### src/design/etpf_pkg.sv
`timescale 1ns / 1ps
// Shared constants, link-count codes and controller/datapath interface types
// for the topology parent finder. Depends on nothing.
package etpf_pkg;

    localparam int MAX_SLAVES_DEF = 256;

    localparam int LS_W      = 16;   // link status word
    localparam int POS_W     = 9;    // reported positions
    localparam int LT_W      = 3;    // link total
    localparam int NUM_PORTS = 4;
    localparam int PORT_LSB  = 8;    // port 0 field starts at this bit

    localparam logic [1:0] PORT_LINKED = 2'b10;

    // Link counts that move the balance during the backward walk.
    localparam logic [LT_W-1:0] LC_END   = 3'd1;
    localparam logic [LT_W-1:0] LC_SPLIT = 3'd3;
    localparam logic [LT_W-1:0] LC_CROSS = 3'd4;

    localparam logic [POS_W-1:0] PARENT_MASTER = 9'h1FF;

    typedef struct packed {
        logic accept;    // take the input request, store its link count
        logic walk;      // evaluate one table entry
        logic load_out;  // move the finished result into the output register
    } t_cmd;

    typedef struct packed {
        logic skip;      // first slave or table full: no walk needed
        logic hit;       // current entry ends the walk
    } t_sts;

endpackage

### src/design/etpf_ram.sv
`timescale 1ns / 1ps
// Generic single-write, single-read RAM with registered read data.
// Depends on nothing.
module etpf_ram #(
    parameter int WIDTH = 8,
    parameter int DEPTH = 256
) (
    input  logic                     i_clk,
    input  logic                     i_we,
    input  logic [$clog2(DEPTH)-1:0] i_waddr,
    input  logic [WIDTH-1:0]         i_wdata,
    input  logic [$clog2(DEPTH)-1:0] i_raddr,
    output logic [WIDTH-1:0]         o_rdata
);

    logic [WIDTH-1:0] r_mem [DEPTH];

    always_ff @(posedge i_clk) begin
        if (i_we) begin
            r_mem[i_waddr] <= i_wdata;
        end
        o_rdata <= r_mem[i_raddr];
    end

endmodule

### src/design/etpf_ctrl.sv
`timescale 1ns / 1ps
// Controller: sequences accept, backward walk and result hand-off.
// Depends on etpf_pkg.
module etpf_ctrl (
    input  logic          i_clk,
    input  logic          i_rst_n,
    input  logic          i_valid,
    output logic          o_stall,
    output logic          o_valid,
    input  logic          i_stall,
    input  etpf_pkg::t_sts i_sts,
    output etpf_pkg::t_cmd o_cmd
);

    localparam logic [1:0] S_IDLE = 2'd0;
    localparam logic [1:0] S_WALK = 2'd1;
    localparam logic [1:0] S_DONE = 2'd2;

    logic [1:0] r_state, n_state;
    logic       r_ovalid, n_ovalid;
    logic       out_free;

    assign out_free = !r_ovalid || !i_stall;

    always_comb begin
        n_state         = r_state;
        o_cmd           = '0;
        o_cmd.accept    = (r_state == S_IDLE) && i_valid;
        unique case (r_state)
            S_IDLE: begin
                if (i_valid) begin
                    n_state = i_sts.skip ? S_DONE : S_WALK;
                end
            end
            S_WALK: begin
                o_cmd.walk = 1'b1;
                if (i_sts.hit) begin
                    n_state = S_DONE;
                end
            end
            S_DONE: begin
                if (out_free) begin
                    o_cmd.load_out = 1'b1;
                    n_state        = S_IDLE;
                end
            end
            default: begin
                n_state = S_IDLE;
            end
        endcase
        n_ovalid = o_cmd.load_out || (r_ovalid && i_stall);
    end

    always_ff @(posedge i_clk) begin
        if (!i_rst_n) begin
            r_state  <= S_IDLE;
            r_ovalid <= 1'b0;
        end else begin
            r_state  <= n_state;
            r_ovalid <= n_ovalid;
        end
    end

    assign o_stall = (r_state != S_IDLE);
    assign o_valid = r_ovalid;

endmodule

### src/design/etpf_dp.sv
`timescale 1ns / 1ps
// Datapath: port decode, scan counter, link-count table, balance walk and
// output register. Depends on etpf_pkg and etpf_ram.
module etpf_dp #(
    parameter int MAX_SLAVES = etpf_pkg::MAX_SLAVES_DEF
) (
    input  logic                              i_clk,
    input  logic                              i_rst_n,
    input  etpf_pkg::t_cmd                     i_cmd,
    output etpf_pkg::t_sts                     o_sts,
    input  logic [etpf_pkg::LS_W-1:0]          i_link_status,
    input  logic                              i_new_scan,
    output logic [etpf_pkg::POS_W-1:0]         o_slave_position,
    output logic [etpf_pkg::LT_W-1:0]          o_link_total,
    output logic [etpf_pkg::NUM_PORTS-1:0]     o_port_mask,
    output logic signed [etpf_pkg::POS_W-1:0]  o_parent_position,
    output logic                              o_overflow
);

    localparam int CW = $clog2(MAX_SLAVES + 1);   // count, holds MAX_SLAVES
    localparam int AW = $clog2(MAX_SLAVES);       // table address
    localparam int BW = CW + 1;                   // balance, two's complement

    logic [CW-1:0]                      r_seen;
    logic [CW-1:0]                      r_pos;
    logic [etpf_pkg::LT_W-1:0]          r_count;
    logic [etpf_pkg::NUM_PORTS-1:0]     r_mask;
    logic                               r_ovf;
    logic [AW-1:0]                      r_idx, n_idx;
    logic [BW-1:0]                      r_bal, bal_next;
    logic [etpf_pkg::POS_W-1:0]         r_parent;

    logic [CW-1:0]                      cur_pos, pos_m1;
    logic                               ovf;
    logic [etpf_pkg::LT_W-1:0]          dec_count;
    logic [etpf_pkg::NUM_PORTS-1:0]     dec_mask;
    logic [etpf_pkg::LT_W-1:0]          lc;

    always_comb begin
        dec_count = '0;
        dec_mask  = '0;
        for (int p = 0; p < etpf_pkg::NUM_PORTS; p++) begin
            if (i_link_status[etpf_pkg::PORT_LSB + 2*p +: 2] == etpf_pkg::PORT_LINKED) begin
                dec_count   = dec_count + 3'd1;
                dec_mask[p] = 1'b1;
            end
        end
    end

    assign cur_pos = i_new_scan ? '0 : r_seen;
    assign pos_m1  = cur_pos - CW'(1);
    assign ovf     = (cur_pos == CW'(MAX_SLAVES));

    // The read address is the next walk index, so data for an entry is ready
    // in the same cycle as its registered index: one entry per cycle.
    always_comb begin
        if (i_cmd.accept) begin
            n_idx = pos_m1[AW-1:0];
        end else if (i_cmd.walk) begin
            n_idx = r_idx - AW'(1);
        end else begin
            n_idx = r_idx;
        end
    end

    etpf_ram #(
        .WIDTH (etpf_pkg::LT_W),
        .DEPTH (MAX_SLAVES)
    ) u_table (
        .i_clk   (i_clk),
        .i_we    (i_cmd.accept && !ovf),
        .i_waddr (cur_pos[AW-1:0]),
        .i_wdata (dec_count),
        .i_raddr (n_idx),
        .o_rdata (lc)
    );

    always_comb begin
        case (lc)
            etpf_pkg::LC_END:   bal_next = r_bal - BW'(1);
            etpf_pkg::LC_SPLIT: bal_next = r_bal + BW'(1);
            etpf_pkg::LC_CROSS: bal_next = r_bal + BW'(2);
            default:            bal_next = r_bal;
        endcase
    end

    assign o_sts.skip = ovf || (cur_pos == '0);
    assign o_sts.hit  = (!bal_next[BW-1] && (lc > etpf_pkg::LT_W'(1))) || (r_idx == '0);

    always_ff @(posedge i_clk) begin
        if (!i_rst_n) begin
            r_seen <= '0;
        end else if (i_cmd.accept) begin
            r_seen <= ovf ? cur_pos : cur_pos + CW'(1);
        end
    end

    always_ff @(posedge i_clk) begin
        r_idx <= n_idx;
        if (i_cmd.accept) begin
            r_pos    <= cur_pos;
            r_count  <= dec_count;
            r_mask   <= dec_mask;
            r_ovf    <= ovf;
            r_bal    <= '0;
            r_parent <= etpf_pkg::PARENT_MASTER;
        end
        if (i_cmd.walk) begin
            r_bal <= bal_next;
            if (o_sts.hit) begin
                r_parent <= etpf_pkg::POS_W'(r_idx);
            end
        end
        if (i_cmd.load_out) begin
            o_slave_position  <= etpf_pkg::POS_W'(r_pos);
            o_link_total      <= r_count;
            o_port_mask       <= r_mask;
            o_parent_position <= r_parent;
            o_overflow        <= r_ovf;
        end
    end

endmodule

### src/design/ethercat_topology_parent_finder.sv
`timescale 1ns / 1ps
// Top level of the topology parent finder: controller plus datapath.
// Depends on etpf_pkg, etpf_ctrl, etpf_dp (and etpf_ram below it).
//
//  Channel  | Direction | Handshake          | Payload
//  ---------+-----------+--------------------+-----------------------------------
//  input    | in        | i_valid / o_stall  | i_link_status, i_new_scan
//  result   | out       | o_valid / i_stall  | o_slave_position, o_link_total,
//           |           |                    | o_port_mask, o_parent_position,
//           |           |                    | o_overflow
//
// A request is accepted only in idle; unless it is the first slave or the table is full,
// the backward walk then visits earlier table entries (at most the slave's position) before
// the result is loaded into the output register. The next request waits until that is done.
// The walk reads one entry per cycle from the single read port of the link-count RAM.
// Reset clears the scan count and the handshake state; the table is not cleared.
// A result held in the output register by i_stall stalls the next finished request.
module ethercat_topology_parent_finder #(
    parameter int MAX_SLAVES = etpf_pkg::MAX_SLAVES_DEF
) (
    input  logic                              i_clk,
    input  logic                              i_rst_n,
    input  logic                              i_valid,
    output logic                              o_stall,
    input  logic [etpf_pkg::LS_W-1:0]          i_link_status,
    input  logic                              i_new_scan,
    output logic                              o_valid,
    input  logic                              i_stall,
    output logic [etpf_pkg::POS_W-1:0]         o_slave_position,
    output logic [etpf_pkg::LT_W-1:0]          o_link_total,
    output logic [etpf_pkg::NUM_PORTS-1:0]     o_port_mask,
    output logic signed [etpf_pkg::POS_W-1:0]  o_parent_position,
    output logic                              o_overflow
);

    etpf_pkg::t_cmd cmd;
    etpf_pkg::t_sts sts;

    etpf_ctrl u_ctrl (
        .i_clk   (i_clk),
        .i_rst_n (i_rst_n),
        .i_valid (i_valid),
        .o_stall (o_stall),
        .o_valid (o_valid),
        .i_stall (i_stall),
        .i_sts   (sts),
        .o_cmd   (cmd)
    );

    etpf_dp #(
        .MAX_SLAVES (MAX_SLAVES)
    ) u_dp (
        .i_clk             (i_clk),
        .i_rst_n           (i_rst_n),
        .i_cmd             (cmd),
        .o_sts             (sts),
        .i_link_status     (i_link_status),
        .i_new_scan        (i_new_scan),
        .o_slave_position  (o_slave_position),
        .o_link_total      (o_link_total),
        .o_port_mask       (o_port_mask),
        .o_parent_position (o_parent_position),
        .o_overflow        (o_overflow)
    );

endmodule

### config.mk
export PLATFORM = sky130hd
export DESIGN_NAME = ethercat_topology_parent_finder
export DESIGN_NICKNAME = d
export VERILOG_FILES = /design/src/design/etpf_pkg.sv /design/src/design/etpf_ram.sv /design/src/design/etpf_ctrl.sv /design/src/design/etpf_dp.sv /design/src/design/ethercat_topology_parent_finder.sv
export SDC_FILE = /design/constraint.sdc
export NUM_CORES = 1
export LEC_CHECK = 0
export CORE_ASPECT_RATIO = 0.75
export CORE_MARGIN = 2
export CORE_UTILIZATION = 39
export CTS_BUF_LIST = sky130_fd_sc_hd__clkbuf_4
export DETAILED_ROUTE_END_ITERATION = 12
export DONT_BUFFER_PORTS = 1
export PLACE_DENSITY_LB_ADDON = 0.08
export SKIP_CTS_REPAIR_TIMING = 1
export SKIP_LAST_GASP = 1
export SLEW_MARGIN = 20
export SYNTH_ARGS = -nofsm -noshare
export SYNTH_HDL_FRONTEND = slang
export SYNTH_SLANG_ARGS = --single-unit
### constraint.sdc
create_clock -name i_clk -period 22.5 [get_ports i_clk]
set_clock_uncertainty 0.15 [all_clocks]
set_input_delay 4.5 -clock i_clk [delete_from_list [all_inputs] [get_ports i_clk]]
set_output_delay 4.5 -clock i_clk [all_outputs]
set_load 0.02 [all_outputs]
==> results of run 1 <==
[layout make-up]
type                    instances  area (sq um)
fillers                      7804         49200
flip-flops and latches        853         25300
multi-input cells            1056          8970
clock buffers                 291          2180
well taps                    1152          1440
clock inverters                91           448
repair buffers                 38           363
inverters                      31           123
diodes                          9          22.5
[synthesized netlist by cell type (all sizes together), types with 8 or more instances]
library cell	instances	area [sq um]
inv	31	116
xor2	9	78.8
clkbuf	59	221
a22oi	9	67.6
nand2	136	513
o211ai	12	90.1
o21ai	21	105
mux2i	30	300
and2	12	75.1
a211oi	8	72.6
ha	18	225
nand2b	8	50.1
nand4	13	81.3
dfxtp	32	641
xnor2	21	184
o22ai	16	100
a2111oi	13	114
nor3	14	70.1
nand3	95	475
nor2b	19	119
a21oi	28	140
buf	59	328
mux4	186	4190
edfxtp	821	24700
nor2	309	1160
[worst max path at each step]
| stage | slack, ps | cells past startpoint | to |
|---|---|---|---|
| 2_1_floorplan | 8790 | 6 | u_dp.r_count[2]$_DFFE_PP_ |
| 3_3_place_gp | 12000 | 14 | u_dp.u_table.o_rdata[0]$_DFF_P_ |
| 3_5_place_dp | 11870 | 14 | u_dp.u_table.o_rdata[0]$_DFF_P_ |
| 4_1_cts | 13100 | 14 | u_dp.u_table.o_rdata[0]$_DFF_P_ |
| 5_1_grt | 12810 | 14 | u_dp.u_table.o_rdata[0]$_DFF_P_ |
| 6_report | 12980 | 14 | u_dp.u_table.o_rdata[0]$_DFF_P_ |
[through the flow]
stage               total power, mW  utilization  std cells  hold WS (ps)
finish                         3.54        0.441       3521           255
floorplan                      2.17            -       2058           250
detailed placement             2.31        0.410       3128           255
global route                   3.70        0.441       3521           263
global placement               2.31        0.410       3128           254
CTS                            3.59        0.440       3510           256
[logic make-up after synthesis]
group	count (synthesis)	share of synthesized area
AOI/OAI and AO/OA	156	0.0316
adders and majority gates	19	0.00704
and+or+nand+nor	632	0.0787
muxes	219	0.130
DFF	853	0.726
buffers and inverters	149	0.0191
xor gates and xnor gates	30	0.00754
[layout by cell type, fill, tap and decap left out, types with 4 or more instances in the layout]
cell type   count
edfxtp_1      821
nor2_1        308
a211oi_1        7
and2_1         12
o31ai_1         4
nand4_1        13
ha_1           18
a22oi_1         9
buf_4          33
o21ai_0        20
clkinv_2       13
xnor2_1        21
a22o_1          4
nand2_1       134
clkinv_1       68
diode_2         9
o211ai_1       12
clkbuf_4      291
or4_1           5
a211o_1         5
clkinvlp_4      5
nand2b_1        8
a21oi_1        27
xor2_1          7
nor4_1          5
dfxtp_1        32
mux2i_1        30
o22ai_1        16
nor3_1         14
a2111oi_0      13
o21a_1          4
mux4_2        186
nor2b_1        19
a31oi_1         5
inv_1          26
nand3_1        94
[routing by layer]
metal  wire [um]  share of wire
met1       42900           0.47
met2       39800           0.43
met3        6470          0.071
met4        2610          0.028
met5           0              0
[sequential cells by signal (all words and copies together) (netlist names), 4 cells and up]
| signal | flops |
|---|---|
| u_dp.u_table.r_mem | 768 |
| u_dp.r_bal | 10 |
| u_dp.o_parent_position | 9 |
| u_dp.o_slave_position | 9 |
| u_dp.r_parent | 9 |
| u_dp.r_pos | 9 |
| u_dp.r_seen | 9 |
| u_dp.r_idx | 8 |
| u_dp.o_port_mask | 4 |
| u_dp.r_mask | 4 |
[power groups by stage]
stage / Clock (mW) / Sequential, mW / Combinational [mW]
floorplan: 0 / 1.85 / 0.324
global placement: 0 / 1.84 / 0.468
detailed placement: 0 / 1.84 / 0.471
CTS: 1.31 / 1.81 / 0.473
global route: 1.39 / 1.81 / 0.507
finish: 1.26 / 1.81 / 0.468
==> impl_metrics.csv, run 1 <==
group,metric,value,unit
detailed_routing,dr_total_vias,19300,
detailed_routing,drt_first_pass_iters,5,
synth,synth_area,34800,sq um
synth,syn-instance-count,2058,
final_layout,fin_nets,2224,
final_layout,final_cell_area,38800,sq um
cts,clkLatencyLatePin,1140,ps
critical_path,critPathLaunchType,"input port",
power_and_ir_drop,peakVddDrop,0.0468,mV
floorplan,fp-row-count,94,
sta,relSlewSlack,0.243,
floorplan,die_w,349,um
power_and_ir_drop,p_switching,0.964,mW
cts,clk_pin_slew,80,ps
floorplan,core_area,88100,sq um
cts,cts_made_buffers,204,
sta,rsz0062_at_grt,"false",
grt,gr-usage-all-layers,0.202,
critical_path,worstSetupStartpoint,"i_new_scan",
detailed_routing,antenna_left,0,
power_and_ir_drop,pwr-share-comb,0.132,
critical_path,crit_buf_inv,4,
min_path,min_path_type,"register to register",
final_layout,final_layout_size_suffix_gt1_frac,0.238,
detailed_routing,route.detailed.wl_per_inst,26.0,um
power_and_ir_drop,p_int,2.58,mW
critical_path,r2r_cells,13,
synth,yosysSeqAreaShare,0.726,
power_and_ir_drop,p_per_area,91.1,nW/um^2
critical_path,cp_top_family,"buffers and inverters",
grt,grt_util_met2,0.285,
detailed_routing,wl,91.7,mm
power_and_ir_drop,pwr-share-seq,0.511,
floorplan,initial_core_util,0.395,
critical_path,arrival,10340,ps
min_path,hold_depth,0,
placement,dp_slack,11870,ps
cts,cts_max_level,4,
detailed_routing,drtIter0Drc,1796,
sta,hold_viol_final,0,
critical_path,worstPathRequired,23320,ps
floorplan,io_pins,49,
detailed_routing,viasPerCell,5.48,
critical_path,cp_slowest_stage_delay,830,ps
sta,post-route-period-util,0.423,
grt,grt_pass1_wl,134,mm
run_status,status,"finished clean",
sta,maxSlewViolCount,0,
synth,ys_ff_latch,853,
grt,busiest_layer,"met1",
grt,grt_max_degree,243,
synth,synth_enable_flop_cells,821,
placement,hpwl,53.3,mm
synth,synthesis.yosys.warnings,0,
placement,globalplace.congestion,0.796,
grt,grt.overflow.total,0,
cts,tritoncts,"built",
critical_path,cp-end-kind,"register",
sta,timing.fmax,105,MHz
synth,synth-main-ff-cell,"edfxtp_1",
grt,grt_util_met3,0.0511,
critical_path,worstSetupPathType,"input port to register",
grt,antenna_found_initial,3,
power_and_ir_drop,switching_share,0.272,
min_path,min_from,"u_dp.r_pos[2]$_DFFE_PP_",
detailed_routing,drc,0,
critical_path,reg2reg_to,"u_dp.u_table.o_rdata[0]$_DFF_P_",
synth,syn_nets,2098,
power_and_ir_drop,clkPwrFrac,0.357,
job,drv_cap,0,
cts,cts_buffer_depth,3,
final_layout,area_delta_synth_final,11.5,%
critical_path,rrSetupSlack,16020,ps
sta,finalSetupViolCount,0,
grt,grt_pass1_vias,20100,
critical_path,cp_slowest_cell,"buf_4",
min_path,hold_path_end,"u_dp.o_slave_position[2]$_DFFE_PP_",
cts,cts_sinks,853,
synth,avgSynthCellArea,16.9,sq um
floorplan,die_area,91800,sq um
grt,met1_usage,0.297,
critical_path,cp_max_fo,66,
synth,synth_cell_types,68,
sta,setup_slack,12980,ps
critical_path,cp_common_cell,"buf_4",
floorplan,die_h,263,um
critical_path,r2r-start,"u_dp.r_seen[0]$_SDFFE_PN0P_",
synth,async_reset_ff_frac,0,
placement,portBuffers,0,
critical_path,cp_cell_sequence,"inv_1 -> nand2_1 -> ha_1 -> nor4b_2 -> a211oi_4 -> inv_6 -> buf_4 -> buf_4 -> mux4_2 -> mux2i_1 -> nor3_1 -> a311oi_1 -> nand4_1 -> or4_1",
sta,setup_tns,0,ps
cts,ctsRootBufferMaster,"clkbuf_4",
sta,min_period,9520,ps
sta,max_slew.worst_pin.slew,1130,ps
placement,placed_area,36100,sq um
power_and_ir_drop,p_leak,11.3,nW
Note: power is estimated with default switching activity, not from simulation.
==> run 2: changes to the inputs <==
clock period = 9.6 ns   (was 22.5 ns; I/O delays follow)
==> run 2 against run 1 <==
Effect of this change:
- total power rose by 130%
- largest cell class unchanged
- sequential share of layout area is 0.19 points higher
- highest routed layer unchanged
- non-clock buffer count decreased by 2
- die area unchanged
- worst setup slack lost 9200 ps
- critical path type unchanged
- sequential cell count unchanged
- utilization shrank 0.13 points
==> impl_metrics.csv, run 2 (synthesized netlist as in run 1, its figures left out) <==
group,metric,value,unit
run_status,status,"finished clean",
detailed_routing,drtIter0Drc,1700,
final_layout,multiInputGateArea,8970,sq um
sta,hold_viol_final,0,
sta,post-route-period-util,0.602,
critical_path,cp_slowest_stage_delay,660,ps
final_layout,area_delta_synth_final,11.2,%
sta,setup_tns,0,ps
floorplan,die_h,263,um
final_layout,seq_area,25300,sq um
floorplan,io_pins,49,
power_and_ir_drop,p_leak,11.2,nW
grt,grt_pass1_wl,132,mm
power_and_ir_drop,p_per_area,213,nW/um^2
final_layout,final_cell_mix,"edfxtp_1, nor2_1, clkbuf_4, mux4_2, nand2_1",
cts,cts_sinks,853,
cts,cts_max_level,4,
final_layout,fillers,7807,
sta,maxSlewViolCount,0,
sta,max_slew.worst_pin.slew,1140,ps
floorplan,fp-row-count,94,
detailed_routing,drc,0,
placement,globalplace.congestion,0.768,
floorplan,core_area,88100,sq um
cts,cts_buffer_depth,3,
critical_path,cp_cell_sequence,"inv_1 -> nand2_1 -> ha_1 -> nor4b_2 -> a211oi_4 -> inv_6 -> buf_12 -> mux4_2 -> mux2i_1 -> nor3_1 -> a311oi_1 -> nand4_1 -> or4_1",
final_layout,fin_nets,2223,
detailed_routing,antenna_left,0,
final_layout,largest_register,"u_dp.u_table.r_mem",
detailed_routing,wl,90.0,mm
cts,tritoncts,"built",
critical_path,arrival,6510,ps
cts,clkLatencyLatePin,1030,ps
grt,gr-usage-all-layers,0.198,
critical_path,critPathLaunchType,"input port",
critical_path,worstSetupPathType,"input port to register",
grt,antenna_found_initial,3,
grt,grt.overflow.total,0,
detailed_routing,drt_first_pass_iters,5,
sta,finalSetupViolCount,0,
floorplan,die_area,91800,sq um
min_path,min_path_type,"register to register",
power_and_ir_drop,peakVddDrop,0.103,mV
detailed_routing,viasPerCell,5.47,
sta,min_period,5780,ps
critical_path,cp_slowest_cell,"a311oi_1",
cts,clk_pin_slew,70,ps
grt,grt_max_degree,190,
cts,ctsRootBufferMaster,"clkbuf_4",
final_layout,final_layout_size_suffix_gt1_frac,0.236,
sta,relSlewSlack,0.241,
power_and_ir_drop,total_power,8.25,mW
sta,rsz0062_at_grt,"false",
grt,grt_pass1_vias,19600,
critical_path,worstPathRequired,10330,ps
sta,timing.fmax,173,MHz
floorplan,initial_core_util,0.395,
detailed_routing,route.detailed.wl_per_inst,25.7,um
placement,portBuffers,0,
final_layout,top_regs,"u_dp.u_table.r_mem: 768 flops, u_dp.r_bal: 10 flops",
critical_path,cp_max_fo,73,
job,drv_cap,0,
cts,cts_made_buffers,205,
detailed_routing,dr_total_vias,19100,
placement,hpwl,51.7,mm
final_layout,largest_reg_flops,768,
floorplan,die_w,349,um
critical_path,cp-end-kind,"register",
final_layout,final_common_cell,"edfxtp_1",
==> run 2: cell count changes in the layout (fill, tap and decap cells not counted), sizes merged <==
cell	before	now
buf	38	36
bufinv	2	4
clkbuf	291	286
clkinv	83	65
clkinvlp	5	3
diode	9	3
inv	32	36
==> run 2: area by class of cell <==
cell class	count	share of cell area
tap	1152	0.0372
timing repair buffer	36	0.00859
clock inverter	77	0.0107
antenna	3	0.000194
sequential	853	0.653
inverter	31	0.00317
clock buffer	286	0.0554
multi-input combinational	1056	0.232
==> run 2: worst max-delay path, delay by kind of cell <==
| family | cells | cell delay (ps) |
|---|---|---|
| buffers and inverters | 3 | 1120 |
| muxes | 2 | 670 |
| and+or+nand+nor | 5 | 1420 |
| AOI/OAI and AO/OA | 2 | 890 |
| adders and majority gates | 1 | 380 |
==> run 2: routing by layer <==
layer / vias to the layer above / global-route usage / part of all wire
met5: - / 0 / 0
li1: 8463 / - / -
met3: 118 / 0.0441 / 0.067
met1: 9840 / 0.297 / 0.47
met4: 0 / 0.0616 / 0.017
met2: 680 / 0.286 / 0.44
==> run 2: where the power goes <==
group	switching (mW)	leakage [nW]	internal (mW)	total, mW
sequential	0.0499	6.89	4.19	4.24
combinational	0.701	2.81	0.383	1.08
clock	1.44	1.52	1.48	2.93
total	2.20	11.2	6.05	8.25
==> run 2: worst paths after layout <==
path	from	end	slack (ps)	cells past startpoint
max	i_new_scan	u_dp.u_table.o_rdata[0]$_DFF_P_	3820	13
max reg2reg	u_dp.r_seen[0]$_SDFFE_PN0P_	u_dp.u_table.o_rdata[0]$_DFF_P_	4340	12
min reg2reg	u_dp.r_pos[7]$_DFFE_PP_	u_dp.o_slave_position[7]$_DFFE_PP_	270	0
min	u_dp.r_pos[7]$_DFFE_PP_	u_dp.o_slave_position[7]$_DFFE_PP_	270	0
==> run 2: metrics by stage <==
| step | std cells | hold slack, ps | util | setup slack (ps) | instance area (sq um) |
|---|---|---|---|---|---|
| floorplan | 2058 | 250 | - | 1540 | 34800 |
| global placement | 3128 | 252 | 0.410 | 2920 | 36200 |
| detailed placement | 3128 | 255 | 0.410 | 2830 | 36200 |
| CTS | 3491 | 271 | 0.439 | 3980 | 38700 |
| global route | 3494 | 274 | 0.440 | 3720 | 38700 |
| finish | 3494 | 267 | 0.440 | 3820 | 38700 |
==> run 3: changes to the inputs <==
clock period = 5.4 ns   (was 9.6 ns; I/O delays follow)
==> run 3 against run 2 <==
Effect of this change:
- non-clock buffer count up 57
- first-iteration DRC count rose by 12%
- clock power increased by 82%
- hold slack got worse by 190 ps
- register-to-register slack worse by 3400 ps
==> impl_metrics.csv, run 3 (synthesized netlist as in run 1, its figures left out) <==
group,metric,value,unit
run_status,status,"finished clean",
cts,ctsRootBufferMaster,"clkbuf_4",
sta,timing.fmax,227,MHz
floorplan,die_area,91800,sq um
placement,placed_area,36800,sq um
cts,cts_buffer_depth,3,
critical_path,worstSetupPathType,"register to register",
final_layout,fillers,7746,
power_and_ir_drop,p_leak,11.6,nW
sta,relSlewSlack,0.299,
final_layout,area_delta_synth_final,13.2,%
final_layout,largest_reg_flops,768,
final_layout,final_cell_mix,"edfxtp_1, nor2_1, clkbuf_4, mux4_2, nand2_1",
grt,grt_pass1_vias,20100,
grt,antenna_found_initial,2,
detailed_routing,dr_total_vias,19400,
detailed_routing,wl,93.1,mm
cts,clk_pin_slew,70,ps
cts,tritoncts,"built",
sta,rsz0062_at_grt,"false",
power_and_ir_drop,clkPwrFrac,0.356,
detailed_routing,drt_first_pass_iters,5,
floorplan,die_h,263,um
floorplan,io_pins,49,
detailed_routing,drc,0,
floorplan,core_area,88100,sq um
final_layout,final_common_cell,"edfxtp_1",
final_layout,top_regs,"u_dp.u_table.r_mem: 768 flops, u_dp.r_bal: 10 flops",
power_and_ir_drop,pwr-share-seq,0.504,
grt,grt_pass1_wl,137,mm
critical_path,critPathLaunchType,"register",
power_and_ir_drop,peakVddDrop,0.196,mV
power_and_ir_drop,p_switching,3.99,mW
critical_path,cp_max_fo,13,
detailed_routing,antenna_left,0,
critical_path,cp-end-kind,"register",
grt,gr-usage-all-layers,0.206,
power_and_ir_drop,switching_share,0.267,
final_layout,fin_nets,2279,
placement,globalplace.congestion,0.813,
cts,cts_max_level,4,
grt,grt.overflow.total,0,
power_and_ir_drop,pwr-share-comb,0.139,
sta,post-route-period-util,0.817,
sta,max_slew.worst_pin.slew,1050,ps
grt,grt_max_degree,144,
power_and_ir_drop,p_per_area,379,nW/um^2
cts,cts_sinks,853,
job,drv_cap,0,
floorplan,die_w,349,um
sta,maxSlewViolCount,0,
min_path,min_path_type,"input port to register",
critical_path,rrSetupSlack,990,ps
placement,hpwl,57.5,mm
final_layout,seq_area,25300,sq um
final_layout,final_layout_size_suffix_gt1_frac,0.258,
sta,min_period,4410,ps
cts,cts_made_buffers,204,
floorplan,initial_core_util,0.395,
sta,hold_viol_final,0,
cts,clkLatencyLatePin,1120,ps
power_and_ir_drop,total_power,14.9,mW
power_and_ir_drop,p_int,10.9,mW
floorplan,fp-row-count,94,
sta,finalSetupViolCount,0,
final_layout,final_util,0.448,
final_layout,largest_register,"u_dp.u_table.r_mem",
detailed_routing,drtIter0Drc,1911,
detailed_routing,route.detailed.wl_per_inst,26.3,um
critical_path,arrival,5220,ps
final_layout,multiInputGateArea,8960,sq um
placement,portBuffers,0,
critical_path,worstPathRequired,6210,ps
detailed_routing,viasPerCell,5.49,
final_layout,final_cell_area,39400,sq um
-- run 3: per-layer routing --
| layer | vias to the layer above | global-route usage | part of all wire |
|---|---|---|---|
| met5 | - | 0 | 0 |
| met4 | 0 | 0.0591 | 0.017 |
| met3 | 132 | 0.0500 | 0.064 |
| met2 | 651 | 0.300 | 0.45 |
| met1 | 10100 | 0.305 | 0.47 |
| li1 | 8543 | - | - |
-- run 3: worst paths after layout --
check | start | end | cells after the start
max reg2reg | u_ctrl.r_state[1]$_SDFFE_PN0P_ | u_dp.u_table.o_rdata[2]$_DFF_P_ | 10
min | i_new_scan | u_dp.r_seen[3]$_SDFFE_PN0P_ | 3
max | u_ctrl.r_state[1]$_SDFFE_PN0P_ | u_dp.u_table.o_rdata[2]$_DFF_P_ | 10
min reg2reg | u_dp.r_parent[3]$_DFF_P_ | u_dp.o_parent_position[3]$_DFFE_PP_ | 0
-- run 3: metrics by stage --
step	setup TNS, ps	setup slack [ps]	instances	hold WS [ps]
after CTS	0	974	3532	-227
after floorplan	-31680	-123	2058	250
final	0	987	3542	78.3
after global placement	0	513	3180	252
after detailed placement	0	468	3180	255
after global routing	0	795	3542	-26.9
-- run 3: critical path, stage by stage, from the launching register on --
cell and delay [ps]:
dfxtp_1 440, or4b_1 640, nor3_1 250, xnor2_1 150
a22o_1 530, inv_1 420, nand2_1 430, nor2_1 240
nand3_1 270, o2111ai_1 250, or4_1 480
-- run 3: final cells by class --
class,instances,area share
multi-input cells,1056,0.227
repair buffers,93,0.0256
inverters,31,0.00311
clock inverters,52,0.00857
clock buffers,300,0.0571
well taps,1152,0.0366
diodes,5,0.000317
flip-flops and latches,853,0.641
-- run 3: power by group through the flow --
| stage | Sequential [mW] | Clock (mW) | Combinational, mW |
|---|---|---|---|
| 2_1_floorplan | 7.66 | 0 | 1.35 |
| 3_5_place_dp | 7.68 | 0 | 2.10 |
| 4_1_cts | 7.53 | 5.51 | 2.11 |
| 6_report | 7.53 | 5.33 | 2.08 |
| 3_3_place_gp | 7.68 | 0 | 2.09 |
| 5_1_grt | 7.54 | 5.87 | 2.26 |
